`config.mk`:
```
export PLATFORM = sky130hd
export DESIGN_NAME = ffsa_ram
export DESIGN_NICKNAME = d
export VERILOG_FILES = /design/src/design/ffsa_ram.sv
export SDC_FILE = /design/constraint.sdc
export NUM_CORES = 2
export LEC_CHECK = 0
export BUFFER_PORTS_ARGS = -buffer_cell sky130_fd_sc_hd__buf_2
export CORE_ASPECT_RATIO = 0.9
export CORE_MARGIN = 1.5
export CORE_UTILIZATION = 45
export DETAILED_ROUTE_END_ITERATION = 8
export PLACE_DENSITY_LB_ADDON = 0.08
export SLEW_MARGIN = 20
export SYNTH_ARGS = -nofsm -noshare
export SYNTH_HDL_FRONTEND = slang
export SYNTH_SLANG_ARGS = --single-unit
```
`constraint.sdc`:
```
create_clock -name clk -period 10.6 [get_ports clk]
set_input_delay 1.59 -clock clk [delete_from_list [all_inputs] [get_ports clk]]
set_output_delay 1.59 -clock clk [all_outputs]
set_load 0.03 [all_outputs]
```
`src/design/ffsa_ram.sv`:
```
module ffsa_ram #(
	parameter int WIDTH = 64,
	parameter int DEPTH = 64
) (
	input logic clk,
	input logic we,
	input logic [$clog2(DEPTH)-1:0] waddr,
	input logic [WIDTH-1:0] wdata,
	input logic [$clog2(DEPTH)-1:0] raddr,
	output logic [WIDTH-1:0] rdata
);

	logic [WIDTH-1:0] mem_q [DEPTH];

	// One write port, one registered read port.
	always_ff @(posedge clk) begin
		if (we) begin
			mem_q[waddr] <= wdata;
		end
		rdata <= mem_q[raddr];
	end

endmodule

```
==> flow_summary.ini <==
[grt]
grt_busiest_layer = met2
grt_use_met1 = 0.399
use_met3 = 0.0393
met2_usage = 0.425
grt_max_degree = 122
grt_pass1_vias = 76031
grt_pass1_wl_um = 645000
overflow = 0
antenna_found_initial = 49
grt.total_usage = 0.268

[clocking]
cts_resized = 0
cts.hold.buffers_added = 0
numCtsBuffers = 426
cts.sinks = 4160
htree_levels = 5
cts.clk_slew.worst_paths_ns = 0.06
clockBufferDepth = 4
cts_root_buffer = clkbuf_16
clock_latency_ns = 0.96
cts_setup_buffers = 0
cts_tree = built

[synth]
synthCells = 6598
ys_ff_latch = 4160
synth_nets = 6676
ys_warn_count = 0
synthFlopType = edfxtp_1
avgSynthCellArea_sq_um = 23.7
synth.cell_area_sq_um = 156000
ys_async_sr_fraction = 0
ys_types = 33
ys_seq_area_frac = 0.795
synth_edf_count = 4096

[floorplanning]
rows = 205
io_pins = 142
die_area_sq_um = 351000
initial_core_util = 0.452
die_h_um = 562
core-area_sq_um = 346000
die_x_um = 624

[power]
power_density_nw_per_um2 = 196
irDropWorstVdd_mv = 0.146
finalPower_mw = 34.8
p_leak_nw = 55.3

[critical_path]
cp-start-kind = input port
worstPathRequired_ns = 11.37
critPathMaxFanout = 82
critical_path_class = input port to flip-flop
cp.arrival_ns = 5.34
end_kind = flip-flop

[sta]
tightest_slew_ns = 1.20
maxSlewHeadroom = 0.197
setup_tns_ns = 0
min_period_over_period = 0.432
fmax_mhz = 219
slew_violations = 0
min_period_ns = 4.58
final_hold_viol_count = 0
grt_setup_unrepaired = no
setup_viol = 0
final.setup_skew_ns = 0.0350
whs_ns = 0.837
timing.final.ws_setup_ns = 6.02

[route]
finalWirelength_um = 472000
antenna_left = 0
routedWlPerCell_um = 39.5
vias = 76207
vias_per_cell = 6.37
drc_errors = 0
drtIter0Drc = 10256
dr.pass1.iters = 5

[final_layout]
most-common-layout-cells = edfxtp_1, mux4_2, clkbuf_16
layout_commonest_cell = edfxtp_1
nets = 7112
final_cells = 11963
area_delta_synth_final_pct = 13.6
drive_gt1_frac = 0.285

[run_status]
status = finished, final reports clean

[worst_hold_path]
hold_class = flip-flop to flip-flop

[placement]
dpl.cell_count = 11153
hpwl_um = 254000
portBuffers = 141
place_congestion = 0.772
place_ws_ns = 4.90

[run]
drv_cap = 0
worst max-delay path: stages:
cell and delay, ns:
buf_12 0.49, buf_12 0.64, buf_4 0.78, mux4_2 0.61, mux2i_1 0.14, o22ai_1 0.12, a41oi_1 0.58, a211oi_1 0.09
area by class of cell:
type                    count  area [sq um]
well taps                4554          5700
fillers                 26962        168000
clock buffers             568         11700
flip-flops and latches   4160        124000
inverters                  19          71.3
repair buffers            378          2990
multi-input cells        2049         30800
diodes                     16          40.0
clock inverters           219          2100
Yosys cell counts, types with 6 or more instances:
cell type	n	area (sq um)
a211oi_1	63	473
a41oi_1	26	228
edfxtp_1	4096	123000
buf_1	20	75.1
a22o_1	88	771
inv_1	19	71.3
nand2b_1	11	68.8
nor2_1	112	420
clkbuf_1	140	526
mux4_2	1024	23100
or2_2	28	175
buf_6	6	67.6
and3_1	64	400
or3_1	29	181
a2bb2oi_1	19	166
buf_4	34	255
o22ai_1	83	519
mux2i_1	135	1350
nor2b_1	28	175
a31oi_1	18	113
buf_2	170	851
o221ai_1	38	333
a22oi_1	168	1260
nand2_1	58	218
dfxtp_1	64	1280
nand3_1	45	225
registers in the layout (all words and copies together), names as in the netlist:
name   cells
mem_q   4096
rdata     64
logic make-up (layout without fill, tap and decap cells):
group,count (synthesis),count (layout),synth area share
compound gates,504,504,0.0248
buf+inv,389,1184,0.0118
flops,4160,4160,0.795
mux,1159,1159,0.156
other cells,0,16,0
simple gates,386,386,0.0124
worst paths after layout:
check | start | to | slack [ns] | depth (start not counted)
hold / removal | mem_q[38][30]$_DFFE_PP_ | rdata[30]$_DFF_P_ | 0.84 | 4
hold reg to reg | mem_q[38][30]$_DFFE_PP_ | rdata[30]$_DFF_P_ | 0.84 | 4
setup / recovery | raddr[0] | rdata[52]$_DFF_P_ | 6.02 | 8
setup reg to reg | mem_q[38][17]$_DFFE_PP_ | rdata[17]$_DFF_P_ | 8.44 | 4
per-layer routing:
layer,up-vias,wire length [um]
met5,-,51
met2,3326,225000
met1,42831,201000
li1,29437,-
met3,605,35800
met4,8,10700
per-stage QoR:
step | utilization | instance area (sq um)
finish | 0.513 | 178000
global placement | 0.472 | 163000
detailed placement | 0.473 | 164000
floorplan | - | 156000
CTS | 0.513 | 177000
global route | 0.513 | 178000
power breakdown:
part | switching [mW] | leakage (nW) | internal (mW) | total, mW
combinational | 1.06 | 11.2 | 0.567 | 1.63
clock | 6.28 | 6.73 | 8.62 | 14.9
sequential | 0.0965 | 37.4 | 18.2 | 18.3
Note: power is estimated with default switching activity, not from simulation.
